`config.mk`:
```
export PLATFORM = sky130hd
export DESIGN_NAME = draw_command_stream_parser_flat
export DESIGN_NICKNAME = d
export VERILOG_FILES = /design/src/sv/dcsp_pkg.sv /design/src/sv/dcsp_stream_if.sv /design/src/sv/draw_command_stream_parser.sv /design/src/flat_wrapper.sv
export SDC_FILE = /design/constraint.sdc
export NUM_CORES = 1
export LEC_CHECK = 0
export BUFFER_PORTS_ARGS = -buffer_cell sky130_fd_sc_hd__clkbuf_2
export CAP_MARGIN = 25
export CORE_ASPECT_RATIO = 0.7
export CORE_UTILIZATION = 44
export DETAILED_ROUTE_END_ITERATION = 8
export HOLD_SLACK_MARGIN = 0.05
export SLEW_MARGIN = 25
export SYNTH_ARGS = -nofsm -noshare
export SYNTH_HDL_FRONTEND = slang
export SYNTH_SLANG_ARGS = --single-unit
```
`constraint.sdc`:
```
create_clock -name i_clk -period 12.4 [get_ports i_clk]
set_clock_uncertainty 0.05 [all_clocks]
set_input_delay 0.62 -clock i_clk [delete_from_list [all_inputs] [get_ports i_clk]]
set_output_delay 0.62 -clock i_clk [all_outputs]
set_load 0.005 [all_outputs]
```
`src/sv/dcsp_pkg.sv`:
```
`default_nettype none

package dcsp_pkg;

    localparam int unsigned SYNC_LEN = 8;

    // result kinds
    localparam logic [3:0] KIND_SYNC        = 4'd0;
    localparam logic [3:0] KIND_RESOLUTION  = 4'd1;
    localparam logic [3:0] KIND_FRAME_PIXEL = 4'd2;
    localparam logic [3:0] KIND_PIXEL       = 4'd3;
    localparam logic [3:0] KIND_LINE        = 4'd4;
    localparam logic [3:0] KIND_TRIANGLE    = 4'd5;
    localparam logic [3:0] KIND_RECTANGLE   = 4'd6;
    localparam logic [3:0] KIND_POLY_VERTEX = 4'd7;
    localparam logic [3:0] KIND_POLY_COLOUR = 4'd8;
    localparam logic [3:0] KIND_ELLIPSE     = 4'd9;
    localparam logic [3:0] KIND_BAD_TYPE    = 4'd10;
    localparam logic [3:0] KIND_FEW_VERTS   = 4'd11;

    // packet type bytes
    localparam logic [2:0] PKT_FRAME     = 3'd0;
    localparam logic [2:0] PKT_PIXEL     = 3'd1;
    localparam logic [2:0] PKT_LINE      = 3'd2;
    localparam logic [2:0] PKT_TRIANGLE  = 3'd3;
    localparam logic [2:0] PKT_RECTANGLE = 3'd4;
    localparam logic [2:0] PKT_POLYGON   = 3'd5;
    localparam logic [2:0] PKT_ELLIPSE   = 3'd6;
    localparam logic [7:0] PKT_TYPE_MAX  = 8'd6;

    localparam logic [7:0] POLY_MIN_VERTS = 8'd3;

    typedef logic [7:0] t_byte;

    typedef struct packed {
        logic [3:0]         result_kind;
        logic signed [31:0] coord_a;
        logic signed [31:0] coord_b;
        logic signed [31:0] coord_c;
        logic signed [31:0] coord_d;
        logic signed [31:0] coord_e;
        logic signed [31:0] coord_f;
        logic [7:0]         red;
        logic [7:0]         green;
        logic [7:0]         blue;
    } t_result;

    // "VS START"
    function automatic t_byte sync_char(input logic [2:0] idx);
        t_byte c;
        unique case (idx)
            3'd0: c = 8'h56;
            3'd1: c = 8'h53;
            3'd2: c = 8'h20;
            3'd3: c = 8'h53;
            3'd4: c = 8'h54;
            3'd5: c = 8'h41;
            3'd6: c = 8'h52;
            default: c = 8'h54;
        endcase
        return c;
    endfunction

    // coordinate words carried by a fixed-size packet
    function automatic logic [2:0] type_words(input logic [2:0] ptype);
        logic [2:0] w;
        unique case (ptype)
            PKT_PIXEL:     w = 3'd2;
            PKT_LINE:      w = 3'd4;
            PKT_TRIANGLE:  w = 3'd6;
            PKT_RECTANGLE: w = 3'd4;
            PKT_ELLIPSE:   w = 3'd4;
            default:       w = 3'd0;
        endcase
        return w;
    endfunction

    function automatic logic [3:0] type_kind(input logic [2:0] ptype);
        logic [3:0] k;
        unique case (ptype)
            PKT_PIXEL:     k = KIND_PIXEL;
            PKT_LINE:      k = KIND_LINE;
            PKT_TRIANGLE:  k = KIND_TRIANGLE;
            PKT_RECTANGLE: k = KIND_RECTANGLE;
            PKT_ELLIPSE:   k = KIND_ELLIPSE;
            default:       k = KIND_SYNC;
        endcase
        return k;
    endfunction

endpackage

`default_nettype wire

```
`src/sv/dcsp_stream_if.sv`:
```
`default_nettype none

interface dcsp_stream_if #(
    parameter type t_data = logic [7:0]
);
    logic  valid;
    logic  ready;
    t_data data;

    modport source (output valid, output data, input ready);
    modport sink   (input valid, input data, output ready);
endinterface

`default_nettype wire

```
`src/sv/draw_command_stream_parser.sv`:
```
// A result is valid in o_cmd from the cycle after the byte that completes it is accepted.
// Throughput: one byte per cycle; a byte is taken whenever the output register is empty
// or is being drained in the same cycle, so a stalled result stalls the input only then.
// Reset (synchronous, active low): parser hunts for the sync string, counters and
// resolution clear, output register empties. A bad type, or a polygon vertex count below
// 3 or above 127, halts the parser until the next reset.
`default_nettype none

module draw_command_stream_parser (
    input  wire logic           i_clk,
    input  wire logic           i_rst_n,
    dcsp_stream_if.sink         i_rx,
    dcsp_stream_if.source       o_cmd
);
    import dcsp_pkg::*;

    localparam logic [3:0] PH_SYNC        = 4'd0;
    localparam logic [3:0] PH_HEADER      = 4'd1;
    localparam logic [3:0] PH_TYPE        = 4'd2;
    localparam logic [3:0] PH_FIXED       = 4'd3;
    localparam logic [3:0] PH_FRAME       = 4'd4;
    localparam logic [3:0] PH_POLY_COUNT  = 4'd5;
    localparam logic [3:0] PH_POLY_VERTEX = 4'd6;
    localparam logic [3:0] PH_POLY_COLOUR = 4'd7;
    localparam logic [3:0] PH_HALT        = 4'd8;

    localparam logic [4:0] BPOS_MAX = 5'd26;

    logic [3:0]  r_phase, n_phase;
    logic [2:0]  r_sync_idx, n_sync_idx;
    logic [2:0]  r_ptype, n_ptype;
    logic [4:0]  r_bpos, n_bpos;
    logic [31:0] r_shift, n_shift;
    logic [31:0] r_xres, n_xres;
    logic [31:0] r_yres, n_yres;
    logic [31:0] r_col, n_col;
    logic [31:0] r_row, n_row;
    logic [6:0]  r_vleft, n_vleft;
    logic [31:0] r_coord [6];
    logic [7:0]  r_colour [2];

    logic        coord_we;
    logic [2:0]  coord_idx;
    logic        colour_we;
    logic        colour_idx;

    logic        r_out_valid;
    t_result     r_out;
    t_result     n_res;
    logic        emit;

    logic        in_ready;
    logic        in_fire;
    t_byte       rx;
    logic [31:0] rx_sext;
    logic [31:0] shifted;
    logic [2:0]  words;
    logic [4:0]  limit;
    logic [4:0]  over;
    logic [31:0] col_inc;
    logic [31:0] row_inc;
    logic [6:0]  vleft_dec;

    assign in_ready    = !r_out_valid || o_cmd.ready;
    assign in_fire     = i_rx.valid && in_ready;
    assign i_rx.ready  = in_ready;
    assign o_cmd.valid = r_out_valid;
    assign o_cmd.data  = r_out;

    assign rx        = i_rx.data;
    assign rx_sext   = {{24{rx[7]}}, rx};
    assign shifted   = {r_shift[23:0], rx};
    assign words     = type_words(r_ptype);
    assign limit     = {words, 2'b00};
    assign over      = r_bpos - limit;
    assign col_inc   = r_col + 32'd1;
    assign row_inc   = r_row + 32'd1;
    assign vleft_dec = (r_vleft != 7'd0) ? r_vleft - 7'd1 : 7'd0;

    always_comb begin
        n_phase    = r_phase;
        n_sync_idx = r_sync_idx;
        n_ptype    = r_ptype;
        n_bpos     = r_bpos;
        n_shift    = r_shift;
        n_xres     = r_xres;
        n_yres     = r_yres;
        n_col      = r_col;
        n_row      = r_row;
        n_vleft    = r_vleft;
        coord_we   = 1'b0;
        coord_idx  = 3'd0;
        colour_we  = 1'b0;
        colour_idx = 1'b0;
        emit       = 1'b0;
        n_res      = '0;

        unique case (r_phase)
            PH_SYNC: begin
                if (rx == sync_char(r_sync_idx)) begin
                    if (r_sync_idx == 3'(SYNC_LEN - 1)) begin
                        n_sync_idx        = 3'd0;
                        n_bpos            = 5'd0;
                        n_phase           = PH_HEADER;
                        emit              = 1'b1;
                        n_res.result_kind = KIND_SYNC;
                    end else begin
                        n_sync_idx = r_sync_idx + 3'd1;
                    end
                end else begin
                    n_sync_idx = 3'd0;
                end
            end
            PH_HEADER: begin
                n_shift = shifted;
                if (r_bpos == 5'd3) begin
                    n_xres = shifted;
                end
                if (r_bpos >= 5'd7) begin
                    n_yres            = shifted;
                    n_bpos            = 5'd0;
                    n_phase           = PH_TYPE;
                    emit              = 1'b1;
                    n_res.result_kind = KIND_RESOLUTION;
                    n_res.coord_a     = r_xres;
                    n_res.coord_b     = shifted;
                end else begin
                    n_bpos = r_bpos + 5'd1;
                end
            end
            PH_TYPE: begin
                n_bpos = 5'd0;
                if (rx > PKT_TYPE_MAX) begin
                    n_phase           = PH_HALT;
                    emit              = 1'b1;
                    n_res.result_kind = KIND_BAD_TYPE;
                    n_res.coord_a     = rx_sext;
                end else begin
                    n_ptype = rx[2:0];
                    if (rx[2:0] == PKT_FRAME) begin
                        n_col = 32'd0;
                        n_row = 32'd0;
                        // an empty or negative-size frame carries no pixel bytes
                        if (r_xres != 32'd0 && !r_xres[31] && r_yres != 32'd0 && !r_yres[31]) begin
                            n_phase = PH_FRAME;
                        end
                    end else if (rx[2:0] == PKT_POLYGON) begin
                        n_phase = PH_POLY_COUNT;
                    end else begin
                        n_phase = PH_FIXED;
                    end
                end
            end
            PH_FIXED: begin
                if (r_bpos < limit) begin
                    n_shift = shifted;
                    if (r_bpos[1:0] == 2'd3) begin
                        coord_we  = 1'b1;
                        coord_idx = r_bpos[4:2];
                    end
                    n_bpos = r_bpos + 5'd1;
                end else if (over < 5'd2) begin
                    colour_we  = 1'b1;
                    colour_idx = over[0];
                    n_bpos     = r_bpos + 5'd1;
                end else begin
                    emit              = 1'b1;
                    n_res.result_kind = type_kind(r_ptype);
                    n_res.coord_a     = (words > 3'd0) ? r_coord[0] : 32'd0;
                    n_res.coord_b     = (words > 3'd1) ? r_coord[1] : 32'd0;
                    n_res.coord_c     = (words > 3'd2) ? r_coord[2] : 32'd0;
                    n_res.coord_d     = (words > 3'd3) ? r_coord[3] : 32'd0;
                    n_res.coord_e     = (words > 3'd4) ? r_coord[4] : 32'd0;
                    n_res.coord_f     = (words > 3'd5) ? r_coord[5] : 32'd0;
                    n_res.red         = r_colour[0];
                    n_res.green       = r_colour[1];
                    n_res.blue        = rx;
                    n_bpos            = 5'd0;
                    n_phase           = PH_TYPE;
                end
            end
            PH_FRAME: begin
                if (r_bpos < 5'd2) begin
                    colour_we  = 1'b1;
                    colour_idx = r_bpos[0];
                    n_bpos     = r_bpos + 5'd1;
                end else begin
                    emit              = 1'b1;
                    n_res.result_kind = KIND_FRAME_PIXEL;
                    n_res.coord_a     = r_col;
                    n_res.coord_b     = r_row;
                    n_res.red         = r_colour[0];
                    n_res.green       = r_colour[1];
                    n_res.blue        = rx;
                    n_bpos            = 5'd0;
                    n_col             = col_inc;
                    // advance to the next row at the end of a line, and back to the packet type after the last row
                    if (col_inc >= r_xres) begin
                        n_col = 32'd0;
                        n_row = row_inc;
                        if (row_inc >= r_yres) begin
                            n_row   = 32'd0;
                            n_phase = PH_TYPE;
                        end
                    end
                end
            end
            PH_POLY_COUNT: begin
                if (rx < POLY_MIN_VERTS || rx[7]) begin
                    n_phase           = PH_HALT;
                    emit              = 1'b1;
                    n_res.result_kind = KIND_FEW_VERTS;
                    n_res.coord_a     = rx_sext;
                end else begin
                    n_vleft = rx[6:0];
                    n_bpos  = 5'd0;
                    n_phase = PH_POLY_VERTEX;
                end
            end
            PH_POLY_VERTEX: begin
                n_shift = shifted;
                if (r_bpos == 5'd3) begin
                    coord_we  = 1'b1;
                    coord_idx = 3'd0;
                end
                if (r_bpos >= 5'd7) begin
                    emit              = 1'b1;
                    n_res.result_kind = KIND_POLY_VERTEX;
                    n_res.coord_a     = r_coord[0];
                    n_res.coord_b     = shifted;
                    n_bpos            = 5'd0;
                    n_vleft           = vleft_dec;
                    if (vleft_dec == 7'd0) begin
                        n_phase = PH_POLY_COLOUR;
                    end
                end else begin
                    n_bpos = r_bpos + 5'd1;
                end
            end
            PH_POLY_COLOUR: begin
                if (r_bpos < 5'd2) begin
                    colour_we  = 1'b1;
                    colour_idx = r_bpos[0];
                    n_bpos     = r_bpos + 5'd1;
                end else begin
                    emit              = 1'b1;
                    n_res.result_kind = KIND_POLY_COLOUR;
                    n_res.red         = r_colour[0];
                    n_res.green       = r_colour[1];
                    n_res.blue        = rx;
                    n_bpos            = 5'd0;
                    n_phase           = PH_TYPE;
                end
            end
            default: begin
                // halted: drop every byte
            end
        endcase
    end

    always_ff @(posedge i_clk) begin
        if (!i_rst_n) begin
            r_phase     <= PH_SYNC;
            r_sync_idx  <= 3'd0;
            r_ptype     <= 3'd0;
            r_bpos      <= 5'd0;
            r_shift     <= 32'd0;
            r_xres      <= 32'd0;
            r_yres      <= 32'd0;
            r_col       <= 32'd0;
            r_row       <= 32'd0;
            r_vleft     <= 7'd0;
            r_out_valid <= 1'b0;
        end else begin
            if (in_fire) begin
                r_phase    <= n_phase;
                r_sync_idx <= n_sync_idx;
                r_ptype    <= n_ptype;
                r_bpos     <= n_bpos;
                r_shift    <= n_shift;
                r_xres     <= n_xres;
                r_yres     <= n_yres;
                r_col      <= n_col;
                r_row      <= n_row;
                r_vleft    <= n_vleft;
            end
            if (in_fire && emit) begin
                r_out_valid <= 1'b1;
            end else if (o_cmd.ready) begin
                r_out_valid <= 1'b0;
            end
        end
    end

    always_ff @(posedge i_clk) begin
        if (in_fire && emit) begin
            r_out <= n_res;
        end
        if (in_fire && coord_we) begin
            r_coord[coord_idx] <= shifted;
        end
        if (in_fire && colour_we) begin
            r_colour[colour_idx] <= rx;
        end
    end

    a_halt_sticks: assert property (@(posedge i_clk) disable iff (!i_rst_n)
        r_phase == PH_HALT |=> r_phase == PH_HALT)
        else $error("parser left the halted state without reset");

    a_bpos_range: assert property (@(posedge i_clk) disable iff (!i_rst_n)
        r_bpos <= BPOS_MAX)
        else $error("byte position beyond the longest packet");

    a_frame_res: assert property (@(posedge i_clk) disable iff (!i_rst_n)
        r_phase == PH_FRAME |-> (r_xres != 32'd0 && !r_xres[31] &&
                                 r_yres != 32'd0 && !r_yres[31]))
        else $error("frame pixels decoded with an empty resolution");

    a_sync_result: assert property (@(posedge i_clk) disable iff (!i_rst_n)
        in_fire && r_phase == PH_SYNC && r_sync_idx == 3'(SYNC_LEN - 1) &&
        rx == sync_char(r_sync_idx)
        |=> r_out_valid && r_out.result_kind == KIND_SYNC && r_phase == PH_HEADER)
        else $error("completed sync string gave no sync result");

    a_halt_silent: assert property (@(posedge i_clk) disable iff (!i_rst_n)
        in_fire && r_phase == PH_HALT && !r_out_valid |=> !r_out_valid)
        else $error("halted parser issued a result");

endmodule

`default_nettype wire
```
`src/flat_wrapper.sv`:
```
// flat-port wrapper written by rule: the top's interface ports become plain ports
module draw_command_stream_parser_flat import dcsp_pkg::*;
  (i_clk, i_rst_n, i_rx_valid, i_rx_data, i_rx_ready, o_cmd_valid, o_cmd_data, o_cmd_ready);
  dcsp_stream_if i_rx_i ();
  dcsp_stream_if o_cmd_i ();
  input  wire logic i_clk;
  input  wire logic i_rst_n;
  input wire logic [$bits(i_rx_i.valid)-1:0] i_rx_valid;
  input wire logic [$bits(i_rx_i.data)-1:0] i_rx_data;
  output wire logic [$bits(i_rx_i.ready)-1:0] i_rx_ready;
  output wire logic [$bits(o_cmd_i.valid)-1:0] o_cmd_valid;
  output wire logic [$bits(o_cmd_i.data)-1:0] o_cmd_data;
  input wire logic [$bits(o_cmd_i.ready)-1:0] o_cmd_ready;
  assign i_rx_i.valid = i_rx_valid;
  assign i_rx_i.data = i_rx_data;
  assign i_rx_ready = i_rx_i.ready;
  assign o_cmd_valid = o_cmd_i.valid;
  assign o_cmd_data = o_cmd_i.data;
  assign o_cmd_i.ready = o_cmd_ready;
  draw_command_stream_parser u_core (.i_clk(i_clk), .i_rst_n(i_rst_n), .i_rx(i_rx_i), .o_cmd(o_cmd_i));
endmodule
```
==> results of run 1 <==
## registers in the layout, summed over array words and instances (netlist names)
signal              count
u_core.o_cmd.data       8
u_core.r_col           32
u_core.r_shift         24
u_core.o_cmd.valid      1
u_core.r_xres          32
u_core.r_yres          32
u_core.r_row           32
u_core.r_bpos           5
u_core.r_phase          4
u_core.r_vleft          7
u_core.r_sync_idx       3
u_core.r_ptype          3
## metal layers
metal | routed length (um) | vias up | global-route usage
met4 | 374 | 2 | 0.05774
met1 | 15480 | 4598 | 0.3631
met5 | 13 | - | 0
met3 | 1678 | 34 | 0.04792
li1 | - | 4829 | -
met2 | 11930 | 231 | 0.3261
## report_power, final
group / total (mW) / internal, mW / switching (mW) / leakage [nW]
clock: 0.560 / 0.287 / 0.273 / 0.292
combinational: 0.0293 / 0.00948 / 0.0198 / 2.64
sequential: 0.591 / 0.591 / 0.0000101 / 1.48
## metrics by stage
| step | hold slack (ns) | power [mW] |
|---|---|---|
| finish | 0.4175 | 1.180 |
| global route | 0.4428 | 1.213 |
| CTS | 0.4181 | 1.187 |
| detailed placement | 0.4068 | 0.6335 |
| global placement | 0.4017 | 0.6334 |
| floorplan | 0.3892 | 0.6239 |
## path summary, 6_finish.rpt
path | slack, ns | endpoint | cells after the start | startpoint
hold / removal | 0.42 | u_core.r_col[26]$_SDFFE_PN0P_ | 2 | u_core.r_col[26]$_SDFFE_PN0P_
setup reg to reg | 7.00 | u_core.r_col[20]$_SDFFE_PN0P_ | 14 | u_core.r_col[0]$_SDFFE_PN0P_
setup / recovery | 7.00 | u_core.r_col[20]$_SDFFE_PN0P_ | 14 | u_core.r_col[0]$_SDFFE_PN0P_
hold reg to reg | 0.42 | u_core.r_col[26]$_SDFFE_PN0P_ | 2 | u_core.r_col[26]$_SDFFE_PN0P_
## cell families after synthesis
kind of cell / synth area share
AO/OA/AOI/OAI: 0.1867
XOR/XNOR: 0.04863
adder cells (fa/ha/maj): 0.08472
buffers and inverters: 0.06040
flip-flops: 0.3353
multiplexers: 0.02521
AND/OR/NAND/NOR: 0.2591
## layout make-up
class / instances / area share
Inverter: 90 / 0.02806
Timing Repair Buffer: 32 / 0.01580
Clock buffer: 17 / 0.03534
Sequential cell: 183 / 0.3110
Tap cell: 325 / 0.03378
Multi-Input combinational cell: 1025 / 0.5627
Clock inverter: 15 / 0.01341
## worst max-delay path, cell delays in order, from the launching register on
cell	delay, ns
dfxtp_1	0.44
ha_1	0.27
nand3_2	0.20
nor3_1	0.60
nand4_1	0.19
xnor2_1	0.25
ha_1	0.30
nand4_1	0.13
or3_1	0.13
a221oi_1	0.04
or4b_1	0.66
a211oi_4	0.64
buf_4	0.62
nand2_1	0.41
o32ai_1	0.36
## synthesized netlist by cell type (all sizes together), types with 8 or more instances
cell	number
a211oi	12
a21boi	94
a21oi	53
a32o	9
and2	13
and3	15
buf	22
clkbuf	59
dfxtp	175
edfxtp	8
ha	74
inv	90
mux2i	27
nand2	237
nand2b	8
nand3	55
nand4	52
nor2	44
nor2b	34
nor3	19
nor3b	9
nor4	27
o211ai	9
o21ai	46
o22ai	14
or3	11
or4	10
xnor2	46
xor2	16
==> run metrics, run 1 <==
outcome=completed; pin count of the biggest net entering global routing=100; share of post-route cells with drive strength above 1=0.07048; leakage=4.413 nW; antenna violations before repair=1; Clock Path Buffers=2; PwrDens=around 100 nW/um^2; DRC viols=0; worst setup margin=roughly 7 ns; Worst Setup Start Kind=register; dominant cell type by area after synthesis=dfxtp_1; Post-Place Setup Slack=roughly 7.0 ns; commonest cells after routing, fill and taps aside=nand2_1, dfxtp_1, inv_1; Rows=48; area occupied by multi-input gates=6774 sq um; clock period minus worst slack=between 5 and 6 ns; Worst Max-Slew Pin Slew=0.9492 ns; Buffers on Ports=21; Synth Register Bits=between 150 and 200; Chip Width=192.4 um; fin util=0.4854; Seq. cell area=roughly 3700 sq um; dpl cells=~1700; Detailed Routing Iterations Pass 1=5; setup_tns=0 ns; Clk pin slew, worst setup/hold paths=0.08 ns; Tot GR Track Use=0.2353; CTS Sinks=183; maxcap violations=0; first-pass GRT wire length=48110 um; GPL Wtd Cong=a little over 0.8; detailed placement HPWL=roughly 20000 um; Gate Count Post-Synth=around 1400; number of enable flip-flop cells after synthesis=8; worst endpoint data arrival time=about 5.7 ns; WL/cell=approximately 17 um; CP Class=register to register; global route overflow=0; # resized after CTS=0; # Post-CTS Setup Buffers=0; Synth Area per Inst=8.097 sq um; synthesis-to-finish area growth=7.821%; Placed Area=~11000 sq um; die extent in y=roughly 140 um; Hold Crit Class=register to register; vias per cell=5.746; TritonCTS buffer count=17; via count=between 9000 and 10000; max-slew violation total from the final report=0; final period utilization=0.4356; RSZ-0062 raised after global routing=false; Async SR Flop Fraction=0; Synth cell types=85; Initial Util=0.4502; synth top area cells=dfxtp_1, ha_1, nand2_1; number of routed nets with antenna violations=0; post-synth top area share=0.3138; CP Capture Type=register; CTS tree=done; crit path max fanout=48; fillers=about 2400; vias in the first global route=between 8000 and 9000; Skew-Pair Late Insertion Delay=0.45 ns; fmax=roughly 190 MHz; commonest non-fill, non-tap cell in the layout=nand2_1; Post-CTS Hold Buffers=0; Starting DRT DRC Count=a little over 800; fin cells=about 1700; # diodes=0; core region area=24800 sq um; post-synthesis sequential area ratio=0.3353; Worst VDD drop=100.8 uV; htree depth=4; Mapped Area=11170 sq um; # setup viols final=0; syn nets=1466; overall die area=~26000 sq um; I/O pin total=22; # nets final=1436; Critical Path RT=about 13 ns; ys flop type=dfxtp_1; CTS Root Buffer Type=clkbuf_16; final instance area=12040 sq um; Slew headroom=0.3623; Hold Vio Cnt, Final=0; synth warn=0; drt total wl=slightly below 30000 um
Note: power is estimated with default switching activity, not from simulation.
==> inputs of run 2 (changes only) <==
Settings changed: ABC_AREA set to 1.
Clock period 12.4 ns to 5.5 ns, I/O delays scaled along.
==> run 2 against run 1 <==
Register-to-register slack worse by 5.6 ns. Hold slack worse by 0.32 ns. Critical endpoint is now u_core.r_row[15]$_SDFFE_PN0P_. Highest routed layer is now met4. Die area down 5.2%. First-iteration DRC count down 24%. Sequential power up 130%.
==> run metrics, run 2 <==
outcome=completed; first-pass GRT wire length=43530 um (-9.5%); multiplexer share of the synthesized area=0 (-0.02521); vias in the first global route=8551 (-4.6%); Gate Count Post-Synth=1518 (+10%); synth top area cells=dfxtp_1, nand2_1, ha_1; dominant cell type by area after synthesis=dfxtp_1; Critical Path Slowest Stage Cell=nor2_8; Async SR Flop Fraction=0 (unchanged); # resized after CTS=0 (unchanged); Synth Register Bits=183 (unchanged); Rows=47 (-2.1%); Clock power frac=0.487 (+0.012); Starting DRT DRC Count=619 (-24%); Initial Util=0.4476 (-0.002559); CTS Sinks=183 (unchanged); Reg2Reg Depth=20 (+6); crit-path most repeated cell=nand2_1; DRC viols=0 (unchanged); Hold Path Cell Cnt=4 (+2); CTS tree=done; max-slew violation total from the final report=0 (unchanged); WL/cell=14.23 um (-19%); Placed Area=10890 sq um (-4.9%); P_sw=591.7 uW (+100%); overall die area=24680 sq um (-5.2%); synth warn=0 (unchanged); Post-synth top cells=nand2_1, nor2_1, a21oi_1; crit path max fanout=32 (-33%); worst endpoint data arrival time=4.45 ns (-1.26 ns); Hold Crit Class=primary input to register; detailed placement HPWL=19000 um (-7.2%); ys flop type=dfxtp_1; Synth Area per Inst=6.971 sq um (-14%); Chip Width=187.4 um (-2.6%); die extent in y=131.7 um (-2.6%); Net Sw Frac=0.2157 (-0.03272); number of routed nets with antenna violations=0 (unchanged); pin count of the biggest net entering global routing=108 (+8.0%); # setup viols final=0 (unchanged); Hold Vio Cnt, Final=0 (unchanged); Post-CTS Hold Buffers=0 (unchanged); PwrDens=237.9 nW/um^2 (+140%); Critical Path Source=u_core.r_col[0]$_SDFFE_PN0P_; Detailed Routing Iterations Pass 1=5 (unchanged); Clk pin slew, worst setup/hold paths=0.07 ns (about the same); count leader, synth=nand2_1; Synth cell types=45 (-47%); Critical Path RT=5.80 ns (-6.91 ns); # nets final=1601 (+11%); Synth Area in XOR/XNOR=0.05108 (+0.002449); final period utilization=0.7546 (+0.3190); fmax=241.0 MHz (+30%); critical-path cell list=ha_1, nand3_1, inv_1, nand2_2, nor2_4, nand4_1, nor2_1, xor2_1, ha_1, nand2_1, inv_1, nand3_1, nor3_1, nor2b_1, nand2_1, nand2_2, nand2_4, nor2_8, nand2_1, a21oi_1; via count=9465 (-2.4%); Tot GR Track Use=0.2195 (-0.01572); CTS Root Buffer Type=clkbuf_16; Synth Area in Adders=0.08939 (+0.004678); Critical Path End=u_core.r_row[15]$_SDFFE_PN0P_; drt total wl=26230 um (-11%); RSZ-0062 raised after global routing=false; dpl cells=1813 (+9.5%); Compound-Gate Fraction of Synth Area=0.1547 (-0.03202); vias per cell=5.133 (-11%); fin util=0.4878 (+0.002403); commonest cells after routing, fill and taps aside=nand2_1, nor2_1, a21oi_1; CP Capture Type=register; syn nets=1605 (+9.5%); setup_tns=0 ns (unchanged); global route overflow=0 (unchanged); core region area=23640 sq um (-4.7%); Skew-Pair Late Insertion Delay=0.44 ns (about the same); Mapped Area=10580 sq um (-5.2%); antenna violations before repair=0 (-1); share of post-route cells with drive strength above 1=0.06160 (-0.008886); Worst Max-Slew Pin Slew=0.9443 ns (-0.004954 ns); post-synth top area share=0.3311 (+0.01733); GPL Wtd Cong=0.9153 (+10%); Worst VDD drop=229.6 uV (+130%); Logic pwr share=0.026 (about the same); htree depth=4 (unchanged); number of enable flip-flop cells after synthesis=8 (unchanged); TritonCTS buffer count=17 (unchanged); Post-Synth Simple-Gate Area=0.2655 (+0.006384); worst r2r src=u_core.r_col[0]$_SDFFE_PN0P_; largest family of logic cells by synthesized area=simple AND/OR/NAND/NOR gates; Flop pwr share=0.486 (-0.015); Critical R2R Capture=u_core.r_row[15]$_SDFFE_PN0P_; Buffers on Ports=21 (unchanged); post-synthesis sequential area ratio=0.3538 (+0.01851); Cell Int Power=2.151 mW (+140%); final instance area=11530 sq um (-4.2%); Worst Setup Start Kind=register; Clock Path Buffers=2 (unchanged); Slew headroom=0.3698 (+0.007478); CP peak stage delay=0.45 ns (-0.21 ns); fin cells=1844 (+9.3%); maxcap violations=0 (unchanged); clock period minus worst slack=4.150 ns (-1.251 ns); # Post-CTS Setup Buffers=0 (unchanged); CP Class=register to register; leakage=4.904 nW (+11%); I/O pin total=22 (unchanged); R2R Setup Slk=1.35 ns (-5.65 ns); commonest non-fill, non-tap cell in the layout=nand2_1; # diodes=0 (unchanged); synthesis-to-finish area growth=8.975%
## run 2: how the worst min path moves through the flow
stage                                              from                         endpoint
after floorplan                            i_rx_data[2]   u_core.r_vleft[2]$_SDFFE_PN0P_
after global placement    u_core.r_row[30]$_SDFFE_PN0P_    u_core.r_row[30]$_SDFFE_PN0P_
after detailed placement  u_core.r_row[30]$_SDFFE_PN0P_    u_core.r_row[30]$_SDFFE_PN0P_
after CTS                                   o_cmd_ready  u_core.o_cmd.valid$_SDFFE_PN0P_
after global routing                        o_cmd_ready  u_core.o_cmd.valid$_SDFFE_PN0P_
final                                       o_cmd_ready  u_core.o_cmd.valid$_SDFFE_PN0P_
## run 2: cell families after synthesis
group | after synthesis
compound gates | 317
simple gates | 655
xor+xnor | 60
flops | 183
buf+inv | 228
fa+ha+maj | 75
## run 2: area by class of cell
cell class	count	area [sq um]
Inverter	178	668.1
Tap cell	318	397.9
Multi-Input combinational cell	1107	5932
Clock inverter	10	167.7
Timing Repair Buffer	27	150.1
Fill cell	2508	12110
Sequential cell	183	3744
Clock buffer	21	471.7
## run 2: per-layer routing
metal,track usage,part of all wire,vias to the layer above
li1,-,-,4921
met1,0.3349,0.53,4345
met2,0.3240,0.42,189
met3,0.03540,0.045,10
met4,0.04235,0.0059,0
met5,0,0,-
## run 2: worst max-delay path, delay by kind of cell, from the launching register on
kind / cells / cell delay [ns]
adders and majority gates: 2 / 0.49
xor gates and xnor gates: 1 / 0.10
buffers and inverters: 2 / 0.21
AOI/OAI and AO/OA: 1 / 0.14
and+or+nand+nor: 14 / 2.65
DFF: 1 / 0.40
## run 2: stage by stage
step	power, mW	hold WS (ns)	setup slack (ns)
CTS	2.778	0.08327	1.380
floorplan	1.411	0.3689	2.595
global route	2.839	0.1189	0.8688
global placement	1.436	0.4044	1.514
finish	2.743	0.09278	1.350
detailed placement	1.436	0.4098	1.411
## run 2: power groups by stage
stage	Clock [mW]	Combinational [mW]	Sequential, mW
finish	1.34	0.0721	1.33
global placement	0	0.0719	1.36
CTS	1.37	0.0721	1.33
detailed placement	0	0.0719	1.36
global route	1.42	0.0822	1.33
floorplan	0	0.0472	1.36
==> inputs of run 3 (changes only) <==
Clock period 5.5 ns to 4.3 ns, I/O delays scaled along.
==> run 3 against run 2 <==
Non-clock buffer count rose by 4. Via count shrank 0.97%. Critical path depth down 3. Die area stayed put. Global-route usage about the same. Flip-flop and latch count unchanged. Clock power increased by 16%. Total power increased by 22%. First-iteration DRC count grew 19%. Sequential share of layout area rose by 0.078 points.
==> run metrics, run 3 (same netlist as run 2, synthesis figures left out) <==
Chip Width=187.4 um (unchanged); GPL Wtd Cong=0.9199 (+0.50%); clock period minus worst slack=3.791 ns (-0.3590 ns); Clock Path Buffers=2 (unchanged); drt total wl=26290 um (+0.22%); P_sw=765.8 uW (+29%); final period utilization=0.8816 (+0.1271); WL/cell=14.22 um (about the same); hold slack=0.1057 ns (+0.01295 ns); core region area=23640 sq um (unchanged); number of routed nets with antenna violations=0 (unchanged); leakage=4.904 nW (about the same); Rows=47 (unchanged); Logic pwr share=0.028 (+0.002); TritonCTS buffer count=17 (unchanged); global route overflow=0 (unchanged); Cell Int Power=2.593 mW (+21%); Tot GR Track Use=0.2196 (about the same); vias per cell=5.069 (-1.2%); max-slew violation total from the final report=0 (unchanged); antenna violations before repair=1 (+1); total power=3.358 mW (+22%); Net Sw Frac=0.2280 (+0.01231); synthesis-to-finish area growth=8.714%; worst endpoint data arrival time=4.09 ns (-0.36 ns); fin cells=1849 (+0.27%); I/O pin total=22 (unchanged); DRC viols=0 (unchanged); Initial Util=0.4476 (unchanged); maxcap violations=0 (unchanged); Skew-Pair Late Insertion Delay=0.44 ns (about the same); # Post-CTS Setup Buffers=0 (unchanged); CP Capture Type=register; dpl cells=1816 (+0.17%); outcome=completed; Critical Path RT=4.60 ns (-1.20 ns); Clk pin slew, worst setup/hold paths=0.07 ns (about the same); pin count of the biggest net entering global routing=108 (unchanged); Buffers on Ports=21 (unchanged); vias in the first global route=8711 (+1.9%); htree depth=4 (unchanged); PwrDens=291.9 nW/um^2 (+23%); commonest cells after routing, fill and taps aside=nand2_1, nor2_1, a21oi_1; Flop pwr share=0.508 (+0.022); CTS Sinks=183 (unchanged); worst setup margin=0.5089 ns (-0.8410 ns); Worst Setup Start Kind=register; fillers=2468 (-1.6%); detailed placement HPWL=19220 um (+1.2%); Slew headroom=0.4052 (+0.03538); overall die area=24680 sq um (unchanged); Detailed Routing Iterations Pass 1=5 (unchanged); CTS tree=done; Clock power frac=0.464 (-0.023); die extent in y=131.7 um (unchanged); Post-Place Setup Slack=0.5705 ns (-0.8402 ns); first-pass GRT wire length=43640 um (+0.25%); commonest non-fill, non-tap cell in the layout=nand2_1; # nets final=1605 (+0.25%); RSZ-0062 raised after global routing=false; CTS Root Buffer Type=clkbuf_16; # setup viols final=0 (unchanged); Hold Crit Class=primary input to register; fmax=263.8 MHz (+9.5%); CP Class=register to register; Worst VDD drop=274.0 uV (+19%); share of post-route cells with drive strength above 1=0.06401 (+0.002411); Worst Max-Slew Pin Slew=0.8922 ns (-0.05203 ns); Hold Vio Cnt, Final=0 (unchanged); # diodes=0 (unchanged); Starting DRT DRC Count=734 (+19%); crit path max fanout=32 (unchanged); setup_tns=0 ns (unchanged); via count=9373 (-0.97%)
-- run 3: changes by cell type in the layout (fill, tap and decap cells not counted), sizes merged --
cell	previous run	this run
clkinvlp	4	3
buf	6	9
clkbuf	42	43
dlygate4sd3	0	1
bufinv	4	1
clkinv	2	6
-- run 3: path summary, 6_finish.rpt --
| kind | startpoint | endpoint | slack (ns) | cells past startpoint |
|---|---|---|---|---|
| worst min-delay path | i_rx_data[7] | u_core.r_shift[7]$_SDFFE_PN0P_ | 0.11 | 3 |
| worst max-delay path | u_core.r_col[16]$_SDFFE_PN0P_ | u_core.r_row[0]$_SDFFE_PN0P_ | 0.51 | 17 |
| worst min register to register | u_core.r_ptype[1]$_SDFFE_PN0P_ | u_core.r_ptype[1]$_SDFFE_PN0P_ | 0.42 | 2 |
| worst max register to register | u_core.r_col[16]$_SDFFE_PN0P_ | u_core.r_row[0]$_SDFFE_PN0P_ | 0.51 | 17 |
-- run 3: final cells by class --
class	count	area, sq um	area share
Clock buffer	22	485.5	0.04220
Clock inverter	10	93.84	0.008158
Inverter	178	668.1	0.05808
Multi-Input combinational cell	1107	5932	0.5157
Sequential cell	183	3744	0.3254
Tap cell	318	397.9	0.03459
Timing Repair Buffer	31	182.7	0.01588
-- run 3: metrics by stage --
step	utilization	instance area, sq um
2_1_floorplan	-	10580
3_3_place_gp	0.4617	10910
3_5_place_dp	0.4617	10910
4_1_cts	0.4866	11500
5_1_grt	0.4866	11500
6_report	0.4866	11500
-- run 3: worst max-delay path, cell delays in order, from the launching register on --
cell	delay [ns]
dfxtp_1	0.44
nand2_1	0.10
nor3_1	0.33
nand2_1	0.11
nor4_1	0.35
nand2_1	0.19
o21ai_0	0.18
nand2_1	0.11
ha_1	0.31
nand3_1	0.11
nor3_1	0.28
nor2b_1	0.21
nand2_1	0.08
nand2_2	0.15
nand2_4	0.09
nor2_8	0.37
nor2_1	0.07
nor2_1	0.17
-- run 3: what timing repair did --
item                      in CTS  in global routing
gates resized for setup        0                  0
hold endpoints to repair       1                  0
hold buffers                   1                  0
-- run 3: power by group through the flow --
stage	Combinational (mW)	Clock (mW)	Sequential, mW
2_1_floorplan	0.0604	0	1.74
5_1_grt	0.105	1.66	1.71
3_3_place_gp	0.0926	0	1.75
6_report	0.0933	1.56	1.71
3_5_place_dp	0.0931	0	1.75
4_1_cts	0.0939	1.60	1.71
-- run 3: per-layer routing --
| metal | vias to the layer above | global-route usage | share of wire |
|---|---|---|---|
| met4 | 0 | 0.05146 | 0.0094 |
| met5 | - | 0 | 0 |
| li1 | 4935 | - | - |
| met3 | 18 | 0.03833 | 0.045 |
| met1 | 4244 | 0.3306 | 0.53 |
| met2 | 176 | 0.3226 | 0.41 |
